===== config.mk =====
export PLATFORM = sky130hd
export DESIGN_NAME = motor_reply_frame_parser_core
export DESIGN_NICKNAME = d
export VERILOG_FILES = /design/src/rtl/mrfp_pkg.sv /design/src/rtl/motor_reply_frame_parser_core.sv
export VERILOG_INCLUDE_DIRS = /design/src /design/src/rtl
export SDC_FILE = /design/constraint.sdc
export NUM_CORES = 1
export LEC_CHECK = 0
export BUFFER_PORTS_ARGS = -buffer_cell sky130_fd_sc_hd__buf_2
export CAP_MARGIN = 20
export CORE_ASPECT_RATIO = 0.75
export CORE_UTILIZATION = 39
export DETAILED_ROUTE_END_ITERATION = 16
export HOLD_SLACK_MARGIN = 0.02
export PLACE_DENSITY_LB_ADDON = 0.05
export SLEW_MARGIN = 15
export SYNTH_ARGS = -nofsm -noshare
export SYNTH_HDL_FRONTEND = slang
export SYNTH_SLANG_ARGS = --single-unit

===== constraint.sdc =====
create_clock -name clock -period 3.04 [get_ports clock]
set_clock_uncertainty 0.2 [all_clocks]
set_input_delay 0.304 -clock clock [delete_from_list [all_inputs] [get_ports clock]]
set_output_delay 0.304 -clock clock [all_outputs]
set_load 0.02 [all_outputs]

===== src/rtl/assert_macros.svh =====
// Assertion helpers used by the RTL parser core.
`ifndef ASSERT_MACROS_SVH
`define ASSERT_MACROS_SVH

// Same-cycle implication, checked outside reset.
`define ASSERT_IMPLIES(label, clk, rst, ante, cons) \
   label: assert property (@(posedge clk) disable iff (rst) (ante) |-> (cons)) \
      else $error("assertion failed");

// Next-cycle implication, checked outside reset.
`define ASSERT_NEXT(label, clk, rst, ante, cons) \
   label: assert property (@(posedge clk) disable iff (rst) (ante) |=> (cons)) \
      else $error("assertion failed");

`endif


===== src/rtl/mrfp_pkg.sv =====
`timescale 1ns / 1ps
package mrfp_pkg;

   localparam logic [7:0] START_A     = 8'h01;
   localparam logic [7:0] START_B     = 8'h05;
   localparam logic [7:0] TAIL        = 8'h6B;
   localparam logic [7:0] CMD_POS     = 8'hFD;
   localparam logic [7:0] ACK_REACHED = 8'h9F;
   localparam logic [7:0] CMD_CURRENT = 8'h27;

   typedef enum logic [1:0] {
      FUNC_RX,
      FUNC_ARM_CAR,
      FUNC_ARM_CAR_CLEAR,
      FUNC_ARM_SLIDE_CLEAR
   } func_type;

   typedef enum logic [1:0] {
      CAR_MOVING,
      CAR_STOPPED,
      CAR_ERROR
   } car_status_type;

endpackage


===== src/rtl/motor_reply_frame_parser_core.sv =====
// Channel   | Direction | Handshake            | Payload
// ----------+-----------+----------------------+-----------------------------------------
// request   | in        | req_valid/req_stall  | req_func, req_rx_byte
// response  | out       | rsp_valid/rsp_stall  | rsp_car_status, rsp_slide_stopped,
//           |           |                      | rsp_slide_current, rsp_frame_closed,
//           |           |                      | rsp_frame_error
//
// One request per cycle while req_stall is low; each request gives one response, passing
// through the input register at the accepting edge and then through the frame buffer update
// into the response register. Reset is synchronous; it clears the receive state, the
// frame buffer and the current value, and sets the car and slide status to stopped. A stalled
// response holds the response register; the input register then fills and req_stall rises.
`timescale 1ns / 1ps
`include "assert_macros.svh"

module motor_reply_frame_parser_core import mrfp_pkg::*; #(
   parameter int FRAME_MAX = 10
) (
   input  logic        clock,
   input  logic        reset,
   input  logic        req_valid,
   output logic        req_stall,
   input  logic [1:0]  req_func,
   input  logic [7:0]  req_rx_byte,
   output logic        rsp_valid,
   input  logic        rsp_stall,
   output logic [1:0]  rsp_car_status,
   output logic        rsp_slide_stopped,
   output logic [15:0] rsp_slide_current,
   output logic        rsp_frame_closed,
   output logic        rsp_frame_error
);

   localparam int CW = $clog2(FRAME_MAX);

   // input stage
   logic           s1_valid_ff;
   func_type       s1_func_ff;
   logic [7:0]     s1_byte_ff;

   // parser state
   logic           collecting_ff, collecting_in;
   logic [CW-1:0]  count_ff, count_in;
   logic [7:0]     buf_ff [FRAME_MAX];
   logic [7:0]     buf_in [FRAME_MAX];
   car_status_type car_ff, car_in;
   logic           slide_ff, slide_in;
   logic [15:0]    current_ff, current_in;

   // response register
   logic           rsp_valid_ff;
   car_status_type rsp_car_ff;
   logic           rsp_slide_ff;
   logic [15:0]    rsp_current_ff;
   logic           rsp_closed_ff;
   logic           rsp_error_ff;

   logic           s1_advance;
   logic           req_accept;
   logic           fire;
   logic           closed_in;
   logic           error_in;
   logic           store;
   logic [CW:0]    count_inc;
   logic [7:0]     head [4];
   logic           match_car, match_slide, match_current;

   assign s1_advance = !rsp_valid_ff || !rsp_stall;
   assign req_stall  = s1_valid_ff && !s1_advance;
   assign req_accept = req_valid && !req_stall;
   assign fire       = s1_valid_ff && s1_advance;

   assign count_inc = {1'b0, count_ff} + {{CW{1'b0}}, 1'b1};
   assign store     = collecting_ff || (s1_byte_ff == START_A) || (s1_byte_ff == START_B);

   // Frame head as it stands after this byte is stored.
   always_comb begin
      for (int i = 0; i < 4; i++) begin
         head[i] = (store && count_ff == CW'(i)) ? s1_byte_ff : buf_ff[i];
      end
   end

   assign match_car     = (head[0] == START_A) && (head[1] == CMD_POS) &&
                          (head[2] == ACK_REACHED);
   assign match_slide   = (head[0] == START_B) && (head[1] == CMD_POS) &&
                          (head[2] == ACK_REACHED) && !slide_ff;
   assign match_current = (head[0] == START_B) && (head[1] == CMD_CURRENT);

   always_comb begin
      collecting_in = collecting_ff;
      count_in      = count_ff;
      buf_in        = buf_ff;
      car_in        = car_ff;
      slide_in      = slide_ff;
      current_in    = current_ff;
      closed_in     = 1'b0;
      error_in      = 1'b0;
      case (s1_func_ff)
         FUNC_ARM_CAR: begin
            car_in = CAR_MOVING;
         end
         FUNC_ARM_CAR_CLEAR: begin
            car_in = CAR_MOVING;
            for (int i = 0; i < 4; i++) buf_in[i] = '0;
         end
         FUNC_ARM_SLIDE_CLEAR: begin
            slide_in = 1'b0;
            for (int i = 0; i < 4; i++) buf_in[i] = '0;
         end
         default: begin
            if (store) begin
               buf_in[count_ff] = s1_byte_ff;
               count_in         = count_inc[CW-1:0];
               collecting_in    = 1'b1;
               if (count_inc >= (CW+1)'(FRAME_MAX) || s1_byte_ff == TAIL) begin
                  closed_in     = 1'b1;
                  collecting_in = 1'b0;
                  count_in      = '0;
                  if (s1_byte_ff == TAIL) begin
                     if (match_car) begin
                        car_in = CAR_STOPPED;
                        for (int i = 0; i < 4; i++) buf_in[i] = '0;
                     end else if (match_slide) begin
                        slide_in = 1'b1;
                        for (int i = 0; i < 4; i++) buf_in[i] = '0;
                     end else if (match_current) begin
                        current_in = {head[2], head[3]};
                     end else begin
                        for (int i = 0; i < FRAME_MAX; i++) buf_in[i] = '0;
                     end
                  end else begin
                     // buffer full without a tail
                     error_in = 1'b1;
                     car_in   = CAR_ERROR;
                     for (int i = 0; i < FRAME_MAX; i++) buf_in[i] = '0;
                  end
               end
            end
         end
      endcase
   end

   always_ff @(posedge clock) begin
      if (reset) begin
         s1_valid_ff <= 1'b0;
      end else if (!req_stall) begin
         s1_valid_ff <= req_valid;
      end
      if (req_accept) begin
         s1_func_ff <= func_type'(req_func);
         s1_byte_ff <= req_rx_byte;
      end
   end

   always_ff @(posedge clock) begin
      if (reset) begin
         collecting_ff <= 1'b0;
         count_ff      <= '0;
         for (int i = 0; i < FRAME_MAX; i++) buf_ff[i] <= '0;
         car_ff        <= CAR_STOPPED;
         slide_ff      <= 1'b1;
         current_ff    <= '0;
      end else if (fire) begin
         collecting_ff <= collecting_in;
         count_ff      <= count_in;
         buf_ff        <= buf_in;
         car_ff        <= car_in;
         slide_ff      <= slide_in;
         current_ff    <= current_in;
      end
   end

   always_ff @(posedge clock) begin
      if (reset) begin
         rsp_valid_ff <= 1'b0;
      end else if (s1_advance) begin
         rsp_valid_ff <= s1_valid_ff;
      end
      if (fire) begin
         rsp_car_ff     <= car_in;
         rsp_slide_ff   <= slide_in;
         rsp_current_ff <= current_in;
         rsp_closed_ff  <= closed_in;
         rsp_error_ff   <= error_in;
      end
   end

   assign rsp_valid         = rsp_valid_ff;
   assign rsp_car_status    = rsp_car_ff;
   assign rsp_slide_stopped = rsp_slide_ff;
   assign rsp_slide_current = rsp_current_ff;
   assign rsp_frame_closed  = rsp_closed_ff;
   assign rsp_frame_error   = rsp_error_ff;

   `ASSERT_IMPLIES(a_error_closes, clock, reset, rsp_valid_ff && rsp_error_ff, rsp_closed_ff && rsp_car_ff == CAR_ERROR)
   `ASSERT_IMPLIES(a_idle_count_zero, clock, reset, !collecting_ff, count_ff == '0)
   `ASSERT_IMPLIES(a_count_in_range, clock, reset, 1'b1, {1'b0, count_ff} < (CW+1)'(FRAME_MAX))
   `ASSERT_NEXT(a_s1_held, clock, reset, s1_valid_ff && !s1_advance, s1_valid_ff && $stable(s1_byte_ff))

endmodule


# After elaboration in Yosys (flattened, before gate mapping)
# Cells that the tools add are included.
[word_totals]
inputBits = 14
ff_bits = 137
word_cells = 117
out_inout_bits = 23
[classes]
n_reduce_logical = 32
n_lt_le_gt_ge = 3
muxes = 38
add_sub_neg = 1
n_bitwise = 5
n_eq_ne = 14
[op_table]
columns = ["operator", "n"]
rows = [
  ["$mux 80", 4],
  ["$mux 16", 7],
  ["$mux 48", 2],
  ["$bwmux 80", 1],
  ["$mux 32", 2],
  ["$pmux 32 s2", 1],
  ["$mux 8", 5],
  ["$demux 8 s4", 1],
  ["$eq 8x1->1 const B", 2],
  ["$eq 8x3->1 const B", 2],
  ["$eq 8x8->1 const B", 2],
  ["$logic_and 1x1->1", 14],
  ["$eq 4x2->1 const B", 2],
  ["$eq 8x6->1 const B", 1],
  ["$eq 8x7->1 const B", 1],
  ["$mux 1", 8],
  ["$mux 2", 4],
  ["$reduce_and 3->1", 2],
  ["$add 4x1->5 const B", 1],
  ["$ge 5x4->1 const B", 1],
  ["$ge 5x5->1 const B", 1],
  ["$logic_not 1->1", 5],
  ["$lt 5x1->1 const B", 1],
  ["$not 4->5", 1],
  ["other kinds (14)", 22],
]

# Logic depth before layout (Yosys ltp)
# Gate-level depths: netlist of run 1.
[logic_depth]
depth_word = 15
ltp_mapped = 10
depth_no_buf = 9

# Worst setup path after synthesis of run 1
# OpenSTA, ideal clock, no wires.
[synth_timing]
path_type = "flip-flop to flip-flop"
start = "register s1_byte_ff[6]"
end = "register rsp_car_ff[1], in the netlist rsp_car_status[1] (data pin)"
t_required_ps = 2560
t_arrival_ps = 2747
path_slack_ps = -187
stages_incl_launch_ff = 8
n_path_buf = 0
synth_period_minus_slack_ps = 3227
setup_ps = 280
cell_sequence = "edfxtp_1 -> nor4_4 -> a31oi_1 -> or4b_1 -> a22oi_4 -> or4b_1 -> o21ai_0 -> o31ai_1"
[synth_between]
elab_chain_cells = 13
elab_cells_between_ends = 22
cone_classes = "6 x eq/ne; 8 x mux; 8 x reduce/logical"
[synth_rtl]
columns = ["element", "line_no", "rtl"]
rows = [
  ["start: declaration", "motor_reply_frame_parser_core.sv:39", "logic [7:0] s1_byte_ff;"],
  ["start signal: assignment", "motor_reply_frame_parser_core.sv:151", "s1_byte_ff <= req_rx_byte;"],
  ["$eq 8x1->1", "motor_reply_frame_parser_core.sv:74", "assign store = collecting_ff || (s1_byte_ff == START_A) || (s1_byte_ff == START_B);"],
  ["$logic_or 1x1->1 (2 in series)", "motor_reply_frame_parser_core.sv:74", ""],
  ["$logic_and 1x1->1", "motor_reply_frame_parser_core.sv:79", "head[i] = (store && count_ff == CW'(i)) ? s1_byte_ff : buf_ff[i];"],
  ["$mux 8", "motor_reply_frame_parser_core.sv:79", ""],
  ["$eq 8x1->1 or $eq 8x8->1 (tied branches)", "motor_reply_frame_parser_core.sv:83", "assign match_car = (head[0] == START_A) && (head[1] == CMD_POS) &&"],
  ["$logic_and 1x1->1 (2 in series)", "motor_reply_frame_parser_core.sv:83", ""],
  ["$mux 2", "motor_reply_frame_parser_core.sv:120", "if (match_car) begin"],
  ["$mux 2", "motor_reply_frame_parser_core.sv:119", "if (s1_byte_ff == TAIL) begin"],
  ["$mux 2", "motor_reply_frame_parser_core.sv:115", "if (count_inc >= (CW+1)'(FRAME_MAX) || s1_byte_ff == TAIL) begin"],
  ["$mux 2 (*)", "motor_reply_frame_parser_core.sv:111", "if (store) begin"],
  ["$pmux 2 s2 (*)", "motor_reply_frame_parser_core.sv:98", "case (s1_func_ff)"],
  ["net car_in[1]", "motor_reply_frame_parser_core.sv:46", "car_status_type car_ff, car_in;"],
  ["end signal: assignment", "motor_reply_frame_parser_core.sv:180", "rsp_car_ff <= car_in;"],
  ["end: declaration", "motor_reply_frame_parser_core.sv:52", "car_status_type rsp_car_ff;"],
]
# Mark *: on every way through the listed nets, which the timed path passes. The rest lies on a longest branch.
# A chain may end at the register's enable or synchronous reset.

# Final worst setup path of run 1
# Same ends and word-level chain as after synthesis.

==> results of run 1 <==
==> cells by family after synthesis <==
logic type | after synthesis | synth area share
and+or+nand+nor | 99 | 0.143
DFF | 89 | 0.508
buffers and inverters | 20 | 0.0191
adders and majority gates | 9 | 0.0274
muxes | 49 | 0.129
AOI/OAI and AO/OA | 82 | 0.174
==> worst min-delay path by stage <==
| stage | start | to | slack, ns | depth (start not counted) |
|---|---|---|---|---|
| 2_1_floorplan | req_rx_byte[0] | s1_byte_ff[0] | 0.20 | 0 |
| 3_3_place_gp | slide_ff | slide_ff | 0.24 | 2 |
| 3_5_place_dp | buf_ff[72] | buf_ff[72] | 0.26 | 1 |
| 4_1_cts | reset | current_ff[8] | 0.15 | 2 |
| 5_1_grt | reset | current_ff[9] | 0.18 | 2 |
| 6_report | reset | current_ff[13] | 0.15 | 2 |
==> metrics by stage <==
stage	setup WS (ns)	utilization	cell area [um^2]	std cells	power (mW)
2_1_floorplan	0.000191	-	4150	348	1.38
3_3_place_gp	0.0607	0.462	4760	546	1.45
3_5_place_dp	-0.0184	0.462	4760	546	1.45
4_1_cts	0.00802	0.503	5180	574	2.58
5_1_grt	-0.00947	0.513	5280	583	2.64
6_report	0.0598	0.513	5280	583	2.56
==> report_power, final <==
| part | switching [mW] | internal [mW] | leakage [nW] |
|---|---|---|---|
| combinational | 0.107 | 0.0647 | 1.25 |
| sequential | 0.0136 | 1.26 | 0.754 |
| clock | 0.455 | 0.657 | 0.141 |
==> flip-flops by register name, indices dropped and copies added, names as in the netlist <==
signal             flops
rsp_slide_current     16
slide_ff               1
buf_ff                32
s1_byte_ff             8
rsp_car_status         2
current_ff            16
rsp_valid              1
rsp_slide_stopped      1
s1_valid_ff            1
collecting_ff          1
count_ff               4
rsp_frame_error        1
rsp_frame_closed       1
car_ff                 2
s1_func_ff             2
==> layout by cell type, fill, tap and decap left out, types with 3 or more instances in the layout <==
master,netlist,layout
nor3_1,4,4
mux2i_1,17,17
buf_4,0,42
or3_1,4,4
nor2_1,30,29
nand2_1,12,12
clkbuf_16,0,9
a21oi_1,12,12
inv_1,9,9
nand4_1,6,6
edfxtp_1,31,31
o31ai_1,3,3
o41ai_4,3,3
buf_2,3,36
a22o_1,32,32
mux2_2,32,32
dfxtp_1,58,56
nand3_1,6,6
nor4_1,4,4
dlygate4sd3_1,0,12
o21ai_0,8,6
nor2b_1,10,10
ha_1,9,9
nand3b_1,3,3
==> critical path, stage by stage (launching register included) <==
cell	delay (ns)
edfxtp_1	0.45
nor4_4	0.39
a31oi_4	0.15
or4b_4	0.52
a22oi_4	0.24
or4b_4	0.52
o21ai_2	0.18
o31ai_1	0.09
==> routing by layer <==
| layer | track usage | vias to the layer above | part of all wire |
|---|---|---|---|
| met1 | 0.310 | 1529 | 0.52 |
| met3 | 0.0477 | 11 | 0.048 |
| li1 | - | 1527 | - |
| met5 | 0 | - | 0 |
| met2 | 0.282 | 64 | 0.42 |
| met4 | 0.0576 | 0 | 0.012 |
==> cell type report <==
type / count / area [um^2]
Clock inverter: 5 / 53.8
Tap cell: 136 / 170
Fill cell: 916 / 5010
Multi-Input combinational cell: 239 / 2010
Clock buffer: 11 / 243
Inverter: 9 / 33.8
Sequential cell: 89 / 2090
Timing Repair Buffer: 94 / 678
==> cell usage after synthesis, types with 2 or more instances <==
cell type / count
a21o_1: 2
a21oi_1: 12
a22o_1: 32
a311oi_1: 2
a31oi_1: 2
a41oi_1: 2
and2_1: 2
and3_1: 2
buf_2: 3
clkbuf_1: 8
dfxtp_1: 58
edfxtp_1: 31
ha_1: 9
inv_1: 9
mux2_2: 32
mux2i_1: 17
nand2_1: 12
nand3_1: 6
nand3b_1: 3
nand4_1: 6
nor2_1: 30
nor2b_1: 10
nor3_1: 4
nor3_2: 2
nor3b_2: 2
nor4_1: 4
nor4b_1: 2
o21a_1: 2
o21ai_0: 8
o31ai_1: 3
o41ai_4: 3
or3_1: 4
or4b_1: 2
==> repair_timing <==
action,4_1_cts,5_1_grt
setup endpoints to repair,8,64
setup buffers,0,9
resized for setup,1,10
pin swaps,0,8
hold endpoints to repair,12,0
gates cloned,0,0
hold buffers,12,0
==> run summary, run 1 <==
The run finished with clean final reports. The die covers 0.0110 mm^2. The worst register-to-register path ends at rsp_car_status[1]. Sorting the synthesized cells by area gives the leading types as dfxtp_1 28%, edfxtp_1 23%, mux2_2 8.8%.

The routability congestion estimate was 0.868; the largest net degree at the start of global routing was 23. Max-cap violations in this run came to 0. For the final routed database, the setup TNS stands at 0 ns. Setup violations remaining at the end of the flow were counted as 0. The classification of the worst-slack hold path is in2reg. VDD sags by at most 0.000357 V. The most used flip-flop cell after synthesis is dfxtp_1. For the worst-skew pair, the clock arrives at the later sink with an insertion delay of 0.34 ns.

Core area: 0.0103 mm^2. When the netlist entered floorplanning its net count stood at 371. For the data arrival time of the worst path, the log shows 2.87 ns.

The floorplan has 32 rows. The first TritonRoute pass finished after 4 iterations. For this design the static power due to leakage is 2.15 nW. From synthesis to final layout, the design area changed by 28.2%.

The horizontal extent of the die is 121 um. The launch instance of the worst register-to-register path is s1_byte_ff[6]. Following the worst setup path forward leads to its endpoint at rsp_car_status[1]. The async set or reset register ratio after synthesis was 0; the time the worst path needs with I/O delays and setup was 2.98 ns.

The run gives 37 as the I/O pin total. After global routing the overflow that remains totals 0. For this run, the top clock speed supported by timing is 336 MHz. STA classifies the critical path endpoint as a register. The average cell area after synthesis is 11.8 um^2.

0 antenna diodes ended up in the layout. The floorplan step set the die height to 91.0 um. The tools report the number of remaining DRC errors as 0. No sink is reached through more buffers than the 2 on the longest clock path. Of all cell types, the one taking the most synthesized area is dfxtp_1. The share of Yosys cell area claimed by the top area cell type is 0.282. The number of max-slew violations in the final report came out at 0.

For the global router's overall resource usage, the log shows 0.203. Required time of the critical path: 2.93 ns. For this block, the routed nets add up to 10700 um of wire. The final-stage net count came out at 465. Element type at the critical path start: a register. The via count of the first global-routing pass was 3004. The setup slack of the worst register-to-register path is 0.06 ns, and the wire length per cell is 18.3 um. The logs give 3131 for the total number of vias and 0.459 for the worst slew slack as a fraction of its limit. The launching element of the worst setup path is s1_byte_ff[6]. After detailed routing, the number of vias per cell comes to 5.37. Of all nets on the critical path, the largest fanout is 4. The worst setup path is of the reg2reg kind. The H-tree was split into 3 levels. TritonCTS created 9 clock buffers. The tools report the fraction of the yosys area taken by sequential cells as 0.508. Counting every instance in the synthesized netlist gives 348. The first global-routing pass estimated 16600 um of wire. After synthesis the netlist holds a flip-flop and latch count of 89.

The clock net in this run drives a total of 89 sinks. The path depth of the worst reg2reg path is 7, and the number of I/O port buffers is 36. Detailed placement ended at an HPWL of 7710 um. The total count of hold-check failures in the final report is 0, and the netlist area before placement is 0.00412 mm^2. The worst-margin pin slew is 0.811 ns.

Hold timing on the final database bottoms out at a slack of 0.153 ns. TritonCTS built the clock tree. The tools report the count of different cell masters after synthesis as 55. Power spread over the standard cell area amounts to 484 mW/mm^2.

The initial standard-cell utilization of the core was 0.400. The final worst-path cycle share works out to 0.980. In this run the remaining antenna-violating nets after routing total 0. For the initial antenna violation count, the log shows 0. Clock tree synthesis selected as its root buffer the cell clkbuf_16.

Number of flops mapped to enable cells by yosys: 31. During synthesis, Yosys emitted a total of 0 warnings. After the first detailed-routing iteration, the DRC count stood at 174.

The fraction of layout instances using a drive strength above 1 is 0.342, and the clock-pin slew on the worst setup and hold paths is 0.06 ns.
Note: power is estimated with default switching activity, not from simulation.
==> run 2, diff against run 1 <==
Settings changed: PLACE_DENSITY_LB_ADDON 0.05 to 0.12, SKIP_LAST_GASP from default to 1.
==> run 2 against run 1 <==
Against the previous run:
- critical path depth unchanged
- first-iteration DRC count up 48%
- die area unchanged
- total power down 0.36%
- core utilization down 0.57 points
- design area down 1.1%
- register-to-register slack better by 0.03 ns
- sequential share of layout area up 0.40 points
- combinational power about the same
- via count up 0.67%
- global-route usage down 0.46 points
- clock power about the same
- critical path type unchanged
- highest routed layer unchanged
==> run summary, run 2 (synthesized netlist as in run 1, its figures left out) <==
The run finished with clean final reports. The fraction of layout instances using a drive strength above 1 was 0.339 (-0.00368). The number of I/O port buffers works out to 36 (unchanged). The number of placed instances with taps included is 545 (-0.18%). The run gives 32 (unchanged) as the number of rows in the core area. The logs give 0.419 (-0.0395) for the worst slew slack as a fraction of its limit and 0 (unchanged) for the remaining number of nets flagged by the antenna check after routing. The tools report the number of filler instances in the final layout as 923 (+0.76%). The final worst-path cycle share works out to 0.970 (-0.0108).

The via density per instance was 5.44 (+1.4%); the largest fanout on the critical path was 16 (+12). The CTS H-tree depth came out at 3 (unchanged). The clock net sink count is 89 (unchanged), and the number of max-slew violations in the final report is 0 (unchanged).

The full die area is 0.0110 mm^2 (unchanged), and the number of remaining DRC errors is 0 (unchanged). The total count of hold-check failures in the final report was 0 (unchanged); the path depth of the worst reg2reg path was 7 (unchanged). The worst-margin pin slew is 0.870 ns (+0.0591 ns), and the horizontal extent of the die is 121 um (unchanged). The area of the multi-input gates came out at 0.00199 mm^2 (-0.87%). The time the worst path needs with I/O delays and setup is 2.95 ns (-0.0328 ns).

The number of flip-flops under the largest register name was 32 (unchanged). The largest net degree at the start of global routing is 21 (-8.7%), and the die extent in y is 91.0 um (unchanged). The worst setup path is launched from a register. The global-route wire length before repair was 16300 um (-2.0%); the post-detailed-routing wire length was 10300 um (-3.2%).

The via count of the first global-routing pass was 3010 (+0.20%); the cell area power density was 488 mW/mm^2 (+0.76%). The required time of the critical path came out at 2.94 ns (about the same). The tools report the total clock buffers created by CTS as 9 (unchanged). The tools report the launching element of the worst setup path as s1_byte_ff[7].

For the clock tree buffer depth, the log shows 2 (unchanged). Critical path class: reg2reg. The number of cells on the worst hold path was 2 (unchanged); the global router's overall resource usage was 0.199 (-0.00456). For the post-DP HPWL, the log shows 7390 um (-4.1%).

Leaving out fill and tap cells, the most frequent cells in the layout are 58 x dfxtp_1, 40 x buf_4, 36 x buf_2. Overall overflow remaining after global route: 0 (unchanged). The total of endpoints with negative setup slack in the final report was 0 (unchanged). The worst register-to-register path begins at s1_byte_ff[7].

From synthesis to final layout, the design area changed by 26.8%. The total number of vias came out at 3152 (+0.67%). The tools report the clock latency of the later-clocked register in the worst-skew pair as 0.34 ns (about the same). The tools report the violation count after the first detailed-route iteration as 258 (+48%). For the initial standard-cell utilization of the core, the log shows 0.400 (unchanged). TritonCTS built the clock tree. The run gives 4 (unchanged) as the iteration count of the initial detailed-routing pass.

For the post-route core utilization, the log shows 0.507 (-0.00572). Most flop-heavy register: buf_ff. The worst hold slack was 0.242 ns (+0.0890 ns); the antenna diode instance count was 0 (unchanged). The worst hold path belongs to the class in2reg. The logs give 461 (-0.86%) for the final-stage net count and 0.000288 V (-19%) for the largest voltage drop on the vdd net. The data arrival time of the worst path came out at 2.84 ns (-0.03 ns). The achievable frequency was 339 MHz (+1.1%); the wire length per cell was 17.9 um (-2.6%). The run gives 0.0103 mm^2 (unchanged) as the core area. Most frequent standard cell in the layout excluding fill and tap cells: dfxtp_1.

Final standard cell count with taps included and fillers excluded: 579 (-0.69%). The clock-pin slew on the worst setup and hold paths was 0.07 ns (about the same); the routability congestion estimate was 0.874 (+0.66%). Leakage power total: 2.13 nW (-0.91%).

The tools report the number of maximum-capacitance constraint violations as 0 (unchanged). The start point of the worst min-delay path was reset. The tools report the initial antenna violation count as 0 (unchanged). Sequential standard cell area: 0.00209 mm^2 (-0.12%). The tools report the root cell of the clock tree as clkbuf_16. For the I/O pin total, the log shows 37 (unchanged).

The worst setup path is captured at a register.
-- run 2: cell count changes in the layout (fill, tap and decap cells not counted), moves of 2 or more --
cell and delta:
clkinv_2 +3, buf_4 -2, buf_6 -2, clkinv_1 -2, dfxtp_1 +2, dfxtp_2 -2
-- run 2: worst paths after layout --
| path | to | slack, ns |
|---|---|---|
| max | rsp_slide_current[15] | 0.09 |
| min | rsp_valid | 0.24 |
| max reg2reg | rsp_slide_current[15] | 0.09 |
| min reg2reg | buf_ff[77] | 0.28 |
-- run 2: layer usage --
metal	wire [um]	GRT usage	share of wire
met1	5230	0.290	0.51
met2	4390	0.286	0.42
met3	577	0.0465	0.056
met4	144	0.0679	0.014
met5	0	0	0
-- run 2: worst max-delay path, cell delays in order (launching register included) --
cell,delay (ns)
edfxtp_1,0.40
or3b_4,0.43
or4_4,0.52
a211o_1,0.29
a211oi_1,0.23
nand3b_1,0.16
buf_12,0.19
mux2_2,0.28
-- run 2: where the power goes --
part           internal, mW  leakage [nW]  total, mW  switching [mW]
Sequential             1.26         0.753       1.27          0.0125
Clock                 0.636         0.146       1.10           0.468
Combinational        0.0642          1.23      0.172           0.108
Total                  1.96          2.13       2.55           0.589
-- run 2: metrics by stage --
step / setup slack, ns / total power [mW] / setup TNS (ns) / instance area, um^2
6_report: 0.0925 / 2.55 / 0 / 5220
5_1_grt: -0.0103 / 2.63 / -0.0483 / 5220
4_1_cts: 0.0207 / 2.56 / 0 / 5160
3_5_place_dp: 0.0343 / 1.45 / 0 / 4750
3_3_place_gp: 0.102 / 1.45 / 0 / 4750
2_1_floorplan: 0.000191 / 1.38 / 0 / 4150
-- run 2: layout make-up --
cell class / count / area share
Sequential cell: 89 / 0.401
Multi-Input combinational cell: 239 / 0.381
Timing Repair Buffer: 90 / 0.123
Clock buffer: 9 / 0.0431
Tap cell: 136 / 0.0326
Clock inverter: 7 / 0.0134
Inverter: 9 / 0.00647
-- run 2: what timing repair did --
item | CTS | global route
hold buffers | 12 | 0
resized for setup | 0 | 4
setup endpoints to repair | 0 | 62
hold endpoints to repair | 12 | 0
buffers inserted | 0 | 6
